[config.mk]
export PLATFORM = sky130hd
export DESIGN_NAME = nde_back
export DESIGN_NICKNAME = d
export VERILOG_FILES = /design/src/hw/rtl/nde_pkg.sv /design/src/hw/rtl/nde_back.sv
export SDC_FILE = /design/constraint.sdc
export NUM_CORES = 1
export LEC_CHECK = 0
export BUFFER_PORTS_ARGS = -buffer_cell sky130_fd_sc_hd__buf_2
export CAP_MARGIN = 5
export CORE_MARGIN = 2
export CORE_UTILIZATION = 30
export DETAILED_ROUTE_END_ITERATION = 8
export PLACE_DENSITY = 0.53
export SLEW_MARGIN = 20
export SYNTH_ARGS = -nofsm -noshare
export SYNTH_HDL_FRONTEND = slang
export SYNTH_SLANG_ARGS = --single-unit
[constraint.sdc]
create_clock -name i_clk -period 3.36 [get_ports i_clk]
set_clock_uncertainty 0.15 [all_clocks]
set_input_delay 0.336 -clock i_clk [delete_from_list [all_inputs] [get_ports i_clk]]
set_output_delay 0.336 -clock i_clk [all_outputs]
set_load 0.01 [all_outputs]
[src/hw/rtl/nde_pkg.sv]
// Shared types, constants and the digit remap table for the Nixie digit encoder.
// Used by every module of the block; depends on nothing else.
package nde_pkg;

    localparam int VALUE_W = 24;            // width of an input value
    localparam int WORD_W  = 24;            // width of the word sent to the tubes
    localparam int NIB_MAX = 8;             // most digits the converter supports
    localparam int FULL_W  = 4 * NIB_MAX;   // width of the staging word in the front

    // Reciprocal of ten, exact for every dividend below 2^32.
    localparam logic [31:0] RECIP_TEN  = 32'hCCCC_CCCD;
    localparam int          RECIP_SHIFT = 35;

    // One request between front, queue and back.
    typedef struct packed {
        logic              valid;
        logic [WORD_W-1:0] word;
    } t_word_req;

    // Largest number that n decimal places can show.
    function automatic longint unsigned f_limit(input int n);
        longint unsigned lim;
        lim = 64'd1;
        for (int i = 0; i < n; i++) begin
            lim = lim * 64'd10;
        end
        return lim - 64'd1;
    endfunction

    // Board wiring fix: decimal digit to the code that lights that digit.
    function automatic logic [3:0] f_digit_code(input logic [3:0] d);
        logic [3:0] code;
        unique case (d)
            4'd0:    code = 4'd8;
            4'd1:    code = 4'd5;
            4'd2:    code = 4'd4;
            4'd3:    code = 4'd3;
            4'd4:    code = 4'd2;
            4'd5:    code = 4'd1;
            4'd6:    code = 4'd6;
            4'd7:    code = 4'd7;
            4'd8:    code = 4'd0;
            4'd9:    code = 4'd9;
            default: code = 4'd8;
        endcase
        return code;
    endfunction

endpackage

[src/hw/rtl/nde_back.sv]
// Back end: shifts a packed word out one bit per request, LSB first, and
// marks the final bit of the run. Uses nde_pkg.
module nde_back #(
    parameter int DIGITS = 6
) (
    input  logic                         i_clk,
    input  logic                         i_rst_n,
    input  nde_pkg::t_word_req           i_head,
    output logic                         o_pop,
    output logic                         o_valid,
    input  logic                         i_stall,
    output logic                         o_shift_bit,
    output logic                         o_last_bit,
    output logic [nde_pkg::WORD_W-1:0]   o_tube_word
);

    localparam int NBITS = (4 * DIGITS > nde_pkg::WORD_W) ? nde_pkg::WORD_W : 4 * DIGITS;
    localparam int CNT_W = $clog2(NBITS);

    logic                         r_active;
    logic [CNT_W-1:0]             r_cnt;
    logic [nde_pkg::WORD_W-1:0]   r_sh;
    logic [nde_pkg::WORD_W-1:0]   r_tube;
    logic                         w_take, w_last;

    assign w_last = (r_cnt == CNT_W'(NBITS - 1));
    assign w_take = r_active && !i_stall;
    // A new word may load in the same cycle the last bit of the old one leaves.
    assign o_pop  = !r_active || (w_take && w_last);

    assign o_valid     = r_active;
    assign o_shift_bit = r_sh[0];
    assign o_last_bit  = w_last;
    assign o_tube_word = r_tube;

    always_ff @(posedge i_clk) begin
        if (!i_rst_n) begin
            r_active <= 1'b0;
            r_cnt    <= '0;
        end else if (o_pop) begin
            r_active <= i_head.valid;
            r_cnt    <= '0;
        end else if (w_take) begin
            r_cnt <= r_cnt + CNT_W'(1);
        end
        if (o_pop) begin
            r_sh   <= i_head.word;
            r_tube <= i_head.word;
        end else if (w_take) begin
            r_sh <= r_sh >> 1;
        end
    end

endmodule
==> run metrics, run 1 <==
DP Area 2470 sq um; Post-CTS Setup Bufs 0; max-cap violation count 0; CTS tree yes; CP arrival 2.08 ns; final net count 196; crit start category flip-flop; ant diodes 0; Antenna Nets Post-Route 0; WP data required 2.87 ns; Min-Delay Path Class in -> reg; multi-input logic area 507 sq um; Placed Cells 256; CTS Buf Count 5; Register Area 1560 sq um; element type at the critical path end primary output; PostCTS Resize Cnt 0; Via density 4.15; GPL Wtd Cong 0.657; min cycle time layout 2.57 ns; critical path launch point r_cnt[0]; final WL 3.56 mm; vias in the first global route 1111; critical setup path kind reg -> out; Tcrit/Tclk final 0.765; H-Tree Depth 2; most common cell after layout, fill and taps aside buf_2; actual slew at the worst max-slew pin 0.710 ns; Initial Utilization 0.310; Yosys Warn Count 0; Die Width 87.9 um; Syn Inst Count 106; DR WL/cell 13.5 um; Leakage Power 1.06 nW; Peak Freq 0.389 GHz; Filler Cell Count 659; global route overflow 0; Seq/Total Area, Yosys 0.740; Worst Slack Setup Final 0.790 ns; row count 30; pre-CTS WS 1.03 ns; initial DRC count 38; I/O pins 56; Critical Path Fanout Max 50; Die Ht 87.9 um; cts hold-fix bufs 0; max-slew violation count 0; RSZ-0062 raised after global routing false; total track usage 0.0945; Post-Route Utilization 0.376; clock buffer depth 2; detailed-route via count 1096; drt first pass iters 4; Final setup viols 0; HP Start i_head[2]; largest net degree at the start of global routing 51; Sink Count 54; non-filler cells, final 264; Power Density 504 nW/um^2; Worst VDD drop 0.000225 V; Mapped Area 2110 sq um; Slew HR 0.526; Worst-path clk slew 0.09 ns; first-pass GRT wire length 5.44 mm; CTS Root Buffer Type clkbuf_8; IO Port Bufs 55; area grow syn2layout 21.2%; Syn Area/Cell 19.9 sq um; # DRC 0; initial antenna violation count 0; fraction of layout cells with a size suffix above 1 0.530; Design Area, Final 2560 sq um; die area 7720 sq um; Final Hold Fails 0; TNS Setup 0 ns; outcome complete, no violations; Core Area 6790 sq um; later-pin clock latency in the skew report 0.30 ns; number of synthesized register bits 54; synth unique cells 24; post-synth net total 135; commonest cells after routing, fill and taps aside buf_2 (55), edfxtp_1 (48), mux2_4 (17); worst r2r src r_cnt[0]
[stage by stage]
| stage | power [mW] | hold slack (ns) |
|---|---|---|
| 2_1_floorplan | 0.911 | 0.285 |
| 3_3_place_gp | 0.960 | 0.307 |
| 3_5_place_dp | 0.965 | 0.328 |
| 4_1_cts | 1.31 | 0.0574 |
| 5_1_grt | 1.35 | 0.0545 |
| 6_report | 1.29 | 0.0705 |
[where the power goes]
group          switching, mW  internal (mW)
Sequential            0.0162          0.797
Combinational         0.0634         0.0706
Clock                  0.198          0.144
[layout make-up]
cell class | count | share of cell area
clock buffers | 6 | 0.0284
clock inverters | 2 | 0.00343
inverters | 1 | 0.00147
multi-input cells | 49 | 0.198
flip-flops and latches | 54 | 0.611
well taps | 96 | 0.0470
repair buffers | 56 | 0.111
[cells in the mapped netlist (all sizes together)]
cell type | count | area, sq um
buf | 2 | 40.0
o211ai | 1 | 7.51
mux2i | 1 | 10.0
nand2 | 4 | 15.0
nor2 | 4 | 15.0
mux2 | 23 | 323
o21ai | 2 | 21.3
and2 | 1 | 6.26
xnor2 | 1 | 8.76
a21oi | 2 | 10.0
a21boi | 1 | 7.51
inv | 1 | 3.75
nor2b | 1 | 6.26
edfxtp | 48 | 1440
nand2b | 2 | 12.5
or3 | 1 | 6.26
nand3b | 1 | 20.0
xor2 | 1 | 8.76
or3b | 1 | 8.76
nand3 | 1 | 5.00
ha | 1 | 12.5
dfxtp | 6 | 120
[final timing paths]
path	end	slack, ns	depth (start not counted)
hold reg to reg	r_cnt[4]	0.34	2
hold / removal	o_tube_word[2]	0.07	1
setup / recovery	o_pop	0.79	5
setup reg to reg	r_sh[4]	1.03	5
[layer usage]
| layer | part of all wire | GRT usage |
|---|---|---|
| met1 | 0.47 | 0.131 |
| met2 | 0.44 | 0.138 |
| met3 | 0.074 | 0.0349 |
| met4 | 0.014 | 0.0294 |
| met5 | 0 | 0 |
[worst max-delay path, cell delays in order, from the launching register on]
cell and delay (ns):
dfxtp_1 0.38, ha_1 0.26, nand3b_4 0.12, o21ai_4 0.15, buf_4 0.56, buf_2 0.25
[sequential cells by signal (all words and copies together), names as in the netlist]
signal / flops
o_tube_word: 24
o_valid: 1
r_sh: 24
r_cnt: 5
[logic make-up after synthesis]
logic type	share of synthesized area
DFF	0.740
and+or+nand+nor	0.0451
muxes	0.158
buffers and inverters	0.0208
adders and majority gates	0.00593
xor gates and xnor gates	0.00831
AOI/OAI and AO/OA	0.0219
No activity file was read; power rests on OpenSTA's default activity.
==> run 2: changes to the inputs <==
--- a/config.mk
+++ b/config.mk
@@ -10,7 +10,7 @@
 export CORE_MARGIN = 2
 export CORE_UTILIZATION = 30
 export DETAILED_ROUTE_END_ITERATION = 8
-export PLACE_DENSITY = 0.53
+export PLACE_DENSITY = 0.55
 export SLEW_MARGIN = 20
 export SYNTH_ARGS = -nofsm -noshare
 export SYNTH_HDL_FRONTEND = slang
==> constraint.sdc (replaced) <==
create_clock -name i_clk -period 2.19 [get_ports i_clk]
set_clock_uncertainty 0.15 [all_clocks]
set_input_delay 0.219 -clock i_clk [delete_from_list [all_inputs] [get_ports i_clk]]
set_output_delay 0.219 -clock i_clk [all_outputs]
set_load 0.01 [all_outputs]
==> run 2 against run 1 <==
  * Hold slack got worse by 0.037 ns
  * Register-to-register slack got worse by 0.82 ns
  * Total power rose by 66%
  * Combinational power increased by 84%
  * Routed wire length is 8.0% higher
  * Sequential share of layout area decreased by 6.8 points
  * Utilization is 4.7 points higher
  * Setup slack lost 0.68 ns
  * First-iteration DRC count increased by 26%
  * Critical path depth did not move
  * Design area rose by 12%
  * Sequential power rose by 54%
  * Largest power group unchanged
==> run metrics, run 2 (synthesis results as in run 1) <==
outcome complete, no violations; I/O pins 56; PostCTS Resize Cnt 0; CP Cell Sequence ha_1 -> nand3b_4 -> o21ai_4 -> buf_12 -> buf_2; DR WL/cell 13.2 um; final net count 223; TNS Setup 0 ns; total chip power 2.14 mW; die area 7720 sq um; Leakage Power 1.20 nW; CP arrival 1.71 ns; CP top delay family flip-flops; crit start category flip-flop; Die Width 87.9 um; H-Tree Depth 2; Tcrit/Tclk final 0.947; critical path's slowest cell dfxtp_1; min cycle time layout 2.07 ns; Critical path buffers and inverters 2; IO Port Bufs 55; row count 30; Antenna Nets Post-Route 0; Core Area 6790 sq um; Critical Path Fanout Max 26; Min-Delay Path Class in -> reg; Worst-path clk slew 0.10 ns; Power Density 744 nW/um^2; GPL Wtd Cong 0.657; max-slew violation count 0; ant diodes 0; Slew HR 0.782; initial antenna violation count 0; critical setup path kind reg -> out; Post-CTS Setup Bufs 0; element type at the critical path end primary output; total track usage 0.101; actual slew at the worst max-slew pin 0.327 ns; # DRC 0; Final setup viols 0; non-filler cells, final 291; CTS Root Buffer Type clkbuf_8; later-pin clock latency in the skew report 0.30 ns; final WL 3.84 mm; detailed-route via count 1219; commonest cells after routing, fill and taps aside buf_2 (55), edfxtp_1 (48), dlygate4sd3_1 (25); Die Ht 87.9 um; Final Hold Fails 0; Via density 4.19; multi-input logic area 504 sq um; Placed Cells 258; Initial Utilization 0.310; largest net degree at the start of global routing 27; vias in the first global route 1237; area grow syn2layout 36.2%; global route overflow 0; most common cell after layout, fill and taps aside buf_2; Register Area 1560 sq um; Largest stage delay, worst path 0.40 ns; CTS tree yes; cts hold-fix bufs 25; dpl hpwl 2.58 mm; RSZ-0062 raised after global routing false; fraction of layout cells with a size suffix above 1 0.467; CTS Buf Count 5; Hold WS 0.0337 ns; first-pass GRT wire length 5.80 mm; Worst VDD drop 0.000361 V; drt first pass iters 3; initial DRC count 48; Filler Cell Count 626; Sink Count 54; Peak Freq 0.482 GHz; max-cap violation count 0; clock buffer depth 2; WP data required 1.82 ns
-- run 2: path summary, 6_finish.rpt --
check / startpoint / cells past startpoint / slack (ns) / end
min: i_rst_n / 2 / 0.03 / o_valid
min reg2reg: r_cnt[4] / 2 / 0.34 / r_cnt[4]
max reg2reg: r_cnt[0] / 5 / 0.21 / r_sh[5]
max: r_cnt[0] / 5 / 0.12 / o_pop
-- run 2: worst reg2reg max path, delay by kind of cell, from the launching register on --
| kind | cells | cell delay, ns |
|---|---|---|
| buffers and inverters | 1 | 0.21 |
| adders and majority gates | 1 | 0.26 |
| DFF | 1 | 0.40 |
| AOI/OAI and AO/OA | 1 | 0.23 |
| and+or+nand+nor | 1 | 0.12 |
| muxes | 1 | 0.36 |
-- run 2: report_power, final --
part	total [mW]	leakage, nW	internal [mW]	switching [mW]
Combinational	0.247	0.607	0.146	0.102
Clock	0.642	0.0566	0.327	0.315
Sequential	1.25	0.539	1.22	0.0274
-- run 2: metrics by stage --
stage          worst slack [ns]  utilization  instance area, sq um
6_report                  0.115        0.423                  2870
5_1_grt                  0.0149        0.423                  2870
4_1_cts                  0.0966        0.423                  2870
3_5_place_dp              0.237        0.370                  2510
3_3_place_gp              0.331        0.370                  2510
2_1_floorplan             0.257            -                  2110
-- run 2: cell type report --
cell class,count,share of cell area
inverters,1,0.00131
flip-flops and latches,54,0.543
multi-input cells,49,0.175
well taps,96,0.0418
repair buffers,83,0.199
clock buffers,8,0.0387
-- run 2: per-layer routing --
layer  global-route usage  vias up  share of wire
met5                    0        -              0
met1                0.116      592           0.42
met3               0.0292        9          0.059
met4               0.0490        0          0.019
met2                0.171       41           0.50
li1                     -      577              -
