**src/hw/rtl/nde_pkg.sv**
```systemverilog
// Shared types, constants and the digit remap table for the Nixie digit encoder.
// Used by every module of the block; depends on nothing else.
package nde_pkg;

    localparam int VALUE_W = 24;            // width of an input value
    localparam int WORD_W  = 24;            // width of the word sent to the tubes
    localparam int NIB_MAX = 8;             // most digits the converter supports
    localparam int FULL_W  = 4 * NIB_MAX;   // width of the staging word in the front

    // Reciprocal of ten, exact for every dividend below 2^32.
    localparam logic [31:0] RECIP_TEN  = 32'hCCCC_CCCD;
    localparam int          RECIP_SHIFT = 35;

    // One request between front, queue and back.
    typedef struct packed {
        logic              valid;
        logic [WORD_W-1:0] word;
    } t_word_req;

    // Largest number that n decimal places can show.
    function automatic longint unsigned f_limit(input int n);
        longint unsigned lim;
        lim = 64'd1;
        for (int i = 0; i < n; i++) begin
            lim = lim * 64'd10;
        end
        return lim - 64'd1;
    endfunction

    // Board wiring fix: decimal digit to the code that lights that digit.
    function automatic logic [3:0] f_digit_code(input logic [3:0] d);
        logic [3:0] code;
        unique case (d)
            4'd0:    code = 4'd8;
            4'd1:    code = 4'd5;
            4'd2:    code = 4'd4;
            4'd3:    code = 4'd3;
            4'd4:    code = 4'd2;
            4'd5:    code = 4'd1;
            4'd6:    code = 4'd6;
            4'd7:    code = 4'd7;
            4'd8:    code = 4'd0;
            4'd9:    code = 4'd9;
            default: code = 4'd8;
        endcase
        return code;
    endfunction

endpackage

```
**src/hw/rtl/nde_queue.sv**
```systemverilog
// Short queue of packed words between the converter and the serializer.
// Uses the request type from nde_pkg.
module nde_queue #(
    parameter int DEPTH = 2
) (
    input  logic                i_clk,
    input  logic                i_rst_n,
    input  nde_pkg::t_word_req  i_push,
    output logic                o_full,
    output nde_pkg::t_word_req  o_head,
    input  logic                i_pop
);

    localparam int PTR_W = (DEPTH > 1) ? $clog2(DEPTH) : 1;
    localparam int CNT_W = $clog2(DEPTH + 1);

    logic [nde_pkg::WORD_W-1:0] r_mem [DEPTH];
    logic [PTR_W-1:0]           r_wptr, r_rptr;
    logic [CNT_W-1:0]           r_count;
    logic                       w_do_push, w_do_pop;

    assign o_full      = (r_count == CNT_W'(DEPTH));
    assign o_head.valid = (r_count != '0);
    assign o_head.word  = r_mem[r_rptr];

    assign w_do_push = i_push.valid && !o_full;
    assign w_do_pop  = i_pop && o_head.valid;

    always_ff @(posedge i_clk) begin
        if (!i_rst_n) begin
            r_wptr  <= '0;
            r_rptr  <= '0;
            r_count <= '0;
        end else begin
            if (w_do_push) begin
                r_wptr <= (r_wptr == PTR_W'(DEPTH - 1)) ? '0 : r_wptr + PTR_W'(1);
            end
            if (w_do_pop) begin
                r_rptr <= (r_rptr == PTR_W'(DEPTH - 1)) ? '0 : r_rptr + PTR_W'(1);
            end
            if (w_do_push && !w_do_pop) begin
                r_count <= r_count + CNT_W'(1);
            end else if (w_do_pop && !w_do_push) begin
                r_count <= r_count - CNT_W'(1);
            end
        end
        if (w_do_push) begin
            r_mem[r_wptr] <= i_push.word;
        end
    end

endmodule

```
**config.mk**
```make
export PLATFORM = sky130hd
export DESIGN_NAME = nde_queue
export DESIGN_NICKNAME = d
export VERILOG_FILES = /design/src/hw/rtl/nde_pkg.sv /design/src/hw/rtl/nde_queue.sv
export SDC_FILE = /design/constraint.sdc
export NUM_CORES = 1
export LEC_CHECK = 0
export CAP_MARGIN = 20
export CORE_MARGIN = 5
export CORE_UTILIZATION = 60
export CTS_BUF_LIST = sky130_fd_sc_hd__clkbuf_4
export CTS_CLUSTER_DIAMETER = 60
export DETAILED_ROUTE_END_ITERATION = 6
export DONT_BUFFER_PORTS = 1
export PLACE_DENSITY = 0.76
export SLEW_MARGIN = 20
export SYNTH_ARGS = -nofsm -noshare
export SYNTH_HDL_FRONTEND = slang
export SYNTH_SLANG_ARGS = --single-unit
```
**constraint.sdc**
```tcl
create_clock -name i_clk -period 3.9 [get_ports i_clk]
set_input_delay 0.195 -clock i_clk [delete_from_list [all_inputs] [get_ports i_clk]]
set_output_delay 0.195 -clock i_clk [all_outputs]
set_load 0.03 [all_outputs]
```
==> results.yml, run 1 <==
die:
  start_util: 0.6343
  core_mm2: 0.003103
  dieArea_mm2: 0.004526
  io_pins: 54
  die_w_um: 67.28
  die_h_um: 67.28
  rows: 20
cts:
  cts_setup_buffers: 0
  cts_buffer_depth: 2
  worstSkewPairLatency_ns: 0.35
  cts_made_buffers: 5
  cts.repair.resized: 0
  htree_levels: 2
  numClockSinks: 53
  clk_pin_slew_ns: 0.12
  cts-root-buf: "clkbuf_4"
  cts_tree: "built"
yosys:
  synth.avg_cell_area_um2: 19.68
  netlist.area_leader.share: 0.7324
  ys_ff_latch: 53
  synth_top_area_cell: "edfxtp_1"
  syn_nets: 129
  netlist_instances: 100
  mappedNetlistArea_mm2: 0.001968
  synth_warnings: 0
  synth_cell_type_count: 22
  synth-seq-area-share: 0.7832
  synth_top_cells_by_area: "edfxtp_1, mux2_2, dfxtp_1"
route:
  dr.pass1.iters: 3
  routedWlPerCell_um: 17.20
  drt_wl_total_um: 2992
  dr.first_iter.drc_count: 56
  drc: 0
  antenna_left: 0
  vias: 904
  vias_per_cell: 5.195
timing:
  finalMaxSlewViolations: 0
  rsz0062_at_grt: "false"
  holdWs_ns: 0.1037
  skew_ns: 0.007707
  setup_tns_ns: 0
  finalCritPeriodShare: 0.5316
  setup_viol: 0
  hold_violations: 0
  period_minus_slack_ns: 2.073
  worst_pin_slew_ns: 1.021
  slew_headroom: 0.3182
  fmax_ghz: 0.4823
  fin_ws_ns: 1.827
finish:
  num_antenna_cells: 0
  layout_common_cells: "edfxtp_1, dlygate4sd3_1, mux2_2"
  final_core_util: 0.7492
  fin_nets: 159
  syn2layout_area_growth_pct: 18.12
  drive_above_1_share: 0.2692
  nFillCells: 218
  final_common_cell: "edfxtp_1"
worst_setup_path:
  end_kind: "output pin"
  start_kind: "register"
  critPathTopFamily: "flip-flops"
  required_ns: 3.70
  worstSetupPathType: "reg -> out"
  path_max_fanout: 24
  arrival_ns: 1.88
  path_buf_inv: 0
  cp_slowest_cell: "dfxtp_1"
  slowest_delay_ns: 1.01
  worstPathCellList: "mux2_2"
power_and_ir_drop:
  leakagePower_nw: 0.7828
  power_frac_clock: 0.148
  switching_share: 0.3487
  comb_power_share: 0.321
  powerDensity_mw_per_mm2: 627.2
  p_int_mw: 0.9495
  power_switching_mw: 0.5084
  power_frac_seq: 0.531
  finalPower_mw: 1.458
  ir_drop_uv: 456.8
min_path:
  hold_class: "in -> reg"
global_route:
  grt_use_total: 0.1469
  gr-total-overflow: 0
  grt_antenna_before_repair: 0
  grt_pass1_vias: 1001
  grt_pass1_wl_um: 4609
  grt_max_degree: 26
placed_design:
  pre_cts_ws_ns: 1.870
  port_buffers: 0
  dpl.hpwl_um: 1895
  gp_congestion: 0.6509
run_status:
  status: "finished clean"
flow_run:
  cap_violations: 0
## repair_timing
item,4_1_cts,5_1_grt
hold buffers,25,0
hold endpoints to repair,53,0
setup endpoints to repair,0,0
## sequential cells by signal, indices dropped and copies added (netlist names), named ones only
signal / flops
r_mem: 48
r_count: 2
r_rptr: 1
r_wptr: 1
## metrics by stage
step	area [um^2]	std cells
final	2325	174
after global routing	2325	174
after detailed placement	2009	141
after global placement	2009	141
after floorplan	1968	100
after CTS	2308	173
## path summary, 6_finish.rpt
check             start     endpoint  slack [ns]  cells after the start
min reg2reg  r_count[1]   r_count[1]        0.53                      2
max            register   o_head[17]        1.83                      1
min          i_push[24]       r_wptr        0.10                      2
max reg2reg  r_count[0]  r_mem[0][9]        2.10                      4
## routing by layer
metal	wire length, um	track usage	share of wire	vias to the layer above
li1	-	-	-	439
met1	1162	0.1365	0.39	430
met2	1574	0.2724	0.53	30
met3	217	0.07820	0.073	5
met4	38	0.04557	0.013	0
met5	0	0	0	-
## kinds of logic after synthesis
| logic type | Yosys count | synth area share |
|---|---|---|
| AO/OA/AOI/OAI | 5 | 0.01653 |
| flip-flops | 53 | 0.7832 |
| multiplexers | 24 | 0.1373 |
| adder cells (fa/ha/maj) | 1 | 0.006356 |
| buffers and inverters | 5 | 0.01398 |
| XOR/XNOR | 3 | 0.01335 |
| AND/OR/NAND/NOR | 9 | 0.02925 |
## area by class of cell
cell class / instances / area (um^2) / share of cell area
flip-flops and latches: 53 / 1541 / 0.6631
multi-input cells: 42 / 406.6 / 0.1749
repair buffers: 26 / 265.3 / 0.1141
well taps: 44 / 55.05 / 0.02368
clock buffers: 6 / 45.04 / 0.01938
inverters: 2 / 7.507 / 0.003229
clock inverters: 1 / 3.754 / 0.001615
## power groups by stage
stage	logic, mW	clock network (mW)	registers, mW
global placement	0.433	0	0.786
floorplan	0.431	0	0.749
CTS	0.464	0.223	0.779
finish	0.468	0.215	0.775
global route	0.495	0.255	0.787
detailed placement	0.439	0	0.793
## synthesized netlist by cell type
| cell type | n |
|---|---|
| a21boi_0 | 1 |
| a21boi_1 | 1 |
| and2_1 | 3 |
| and3_1 | 1 |
| buf_2 | 1 |
| buf_4 | 2 |
| dfxtp_1 | 5 |
| edfxtp_1 | 48 |
| ha_1 | 1 |
| inv_1 | 1 |
| inv_2 | 1 |
| mux2_2 | 24 |
| nand2b_1 | 1 |
| nor2_1 | 1 |
| nor3_2 | 1 |
| o21a_1 | 1 |
| o21ai_0 | 1 |
| o21ai_1 | 1 |
| or2_2 | 1 |
| or3_1 | 1 |
| xnor2_1 | 2 |
| xor2_1 | 1 |
## worst register-to-register path, delay by kind of cell (launching register included)
| kind | cells | cell delay (ns) |
|---|---|---|
| buffers and inverters | 2 | 0.36 |
| DFF | 1 | 0.43 |
| and+or+nand+nor | 2 | 0.73 |
No activity file was read; power rests on OpenSTA's default activity.
==> run 2, diff against run 1 <==
==> constraint.sdc (replaced) <==
create_clock -name i_clk -period 2 [get_ports i_clk]
set_input_delay 0.1 -clock i_clk [delete_from_list [all_inputs] [get_ports i_clk]]
set_output_delay 0.1 -clock i_clk [all_outputs]
set_load 0.03 [all_outputs]
==> results.yml, run 2 (synthesized netlist as in run 1, its figures left out) <==
timing:
  slew_headroom: 0.8139
  rsz0062_at_grt: "false"
  fin_ws_ns: 0.1262
  finalMaxSlewViolations: 0
  finalCritPeriodShare: 0.9369
  skew_ns: 0.006923
  fmax_ghz: 0.5337
  worst_pin_slew_ns: 0.2792
  period_minus_slack_ns: 1.874
  holdWs_ns: 0.1363
  hold_violations: 0
  setup_tns_ns: 0
  setup_viol: 0
worst_setup_path:
  critPathTopFamily: "buffers and inverters"
  path_buf_inv: 3
  start_kind: "register"
  worstPathCellList: "nand2b_1 -> inv_2 -> nor3_4 -> buf_8 -> o21a_1 -> dlygate4sd3_1"
  slowest_delay_ns: 0.53
  worstSetupPathType: "reg -> reg"
  path_max_fanout: 25
  arrival_ns: 2.18
  cp_slowest_cell: "dlygate4sd3_1"
  required_ns: 2.30
  end_kind: "register"
flow_run:
  cap_violations: 0
cts:
  clk_pin_slew_ns: 0.13
  cts-root-buf: "clkbuf_4"
  htree_levels: 2
  worstSkewPairLatency_ns: 0.35
  cts_setup_buffers: 0
  numClockSinks: 53
  cts_tree: "built"
  cts_buffer_depth: 2
  cts_made_buffers: 5
die:
  die_w_um: 67.28
  core_mm2: 0.003103
  io_pins: 54
  dieArea_mm2: 0.004526
  start_util: 0.6343
  die_h_um: 67.28
  rows: 20
finish:
  final_common_cell: "edfxtp_1"
  num_antenna_cells: 0
  largest_reg_flops: 48
  drive_above_1_share: 0.2815
  syn2layout_area_growth_pct: 21.23
  reg_top3: "r_mem x48, r_count x2"
  fin_nets: 163
  regMostFlops: "r_mem"
  layout_common_cells: "edfxtp_1, dlygate4sd3_1, mux2_2"
global_route:
  grt_antenna_before_repair: 0
  grt_max_degree: 26
  gr-total-overflow: 0
  grt_use_total: 0.1616
  grt_pass1_wl_um: 5140
  grt_pass1_vias: 1092
placed_design:
  dpl.hpwl_um: 2137
  port_buffers: 0
  pre_cts_ws_ns: 0.2819
  gp_congestion: 0.6863
route:
  drt_wl_total_um: 3169
  dr.pass1.iters: 4
  vias: 950
  antenna_left: 0
  drc: 0
  routedWlPerCell_um: 17.70
  vias_per_cell: 5.307
  dr.first_iter.drc_count: 45
power_and_ir_drop:
  ir_drop_uv: 853.7
  powerDensity_mw_per_mm2: 1261
  leakagePower_nw: 0.8146
min_path:
  hold_class: "in -> reg"
run_status:
  status: "finished clean"
[run 2: repair_timing]
item                                    4_1_cts  5_1_grt
endpoints found under the setup margin        0        1
gates resized for setup                       0        2
hold buffers                                 26        0
endpoints found under the hold margin        53        0
[run 2: per-layer routing]
metal	routed length, um	track usage	vias up	part of all wire
li1	-	-	450	-
met1	1052	0.1588	461	0.33
met2	1807	0.2933	31	0.57
met3	247	0.06489	8	0.078
met4	61	0.07595	0	0.019
met5	0	0	-	0
[run 2: power by group]
part | internal (mW) | switching (mW) | total (mW)
Sequential | 1.39 | 0.0604 | 1.45
Combinational | 0.332 | 0.665 | 0.997
Clock | 0.259 | 0.298 | 0.557
Total | 1.99 | 1.02 | 3.01
[run 2: path summary, 6_finish.rpt]
kind,start,endpoint,slack [ns],depth (start not counted)
worst min register to register,r_count[1],r_count[1],0.54,2
worst max register to register,r_count[0],r_wptr,0.13,6
worst max-delay path,r_count[0],r_wptr,0.13,6
worst min-delay path,i_pop,r_rptr,0.14,3
[run 2: area by class of cell]
cell class | count | area [um^2]
Clock inverter | 3 | 41.29
Sequential cell | 53 | 1541
Tap cell | 44 | 55.05
Clock buffer | 5 | 37.54
Timing Repair Buffer | 30 | 297.8
Multi-Input combinational cell | 42 | 405.4
Inverter | 2 | 7.507
Fill cell | 203 | 716.9
[run 2: tightest hold or removal path, stage by stage]
cell and delay [ns]:
o21ai_1 0.11, xnor2_1 0.10, and2_1 0.15
[run 2: per-stage QoR]
step                power, mW    util  instance area [um^2]  cells
floorplan               2.307       -                  1974    100
CTS                     3.041  0.7665                  2379    179
global placement        2.397  0.6573                  2039    145
finish                  3.009  0.7690                  2386    179
detailed placement      2.427  0.6573                  2039    145
global route            3.185  0.7690                  2386    179
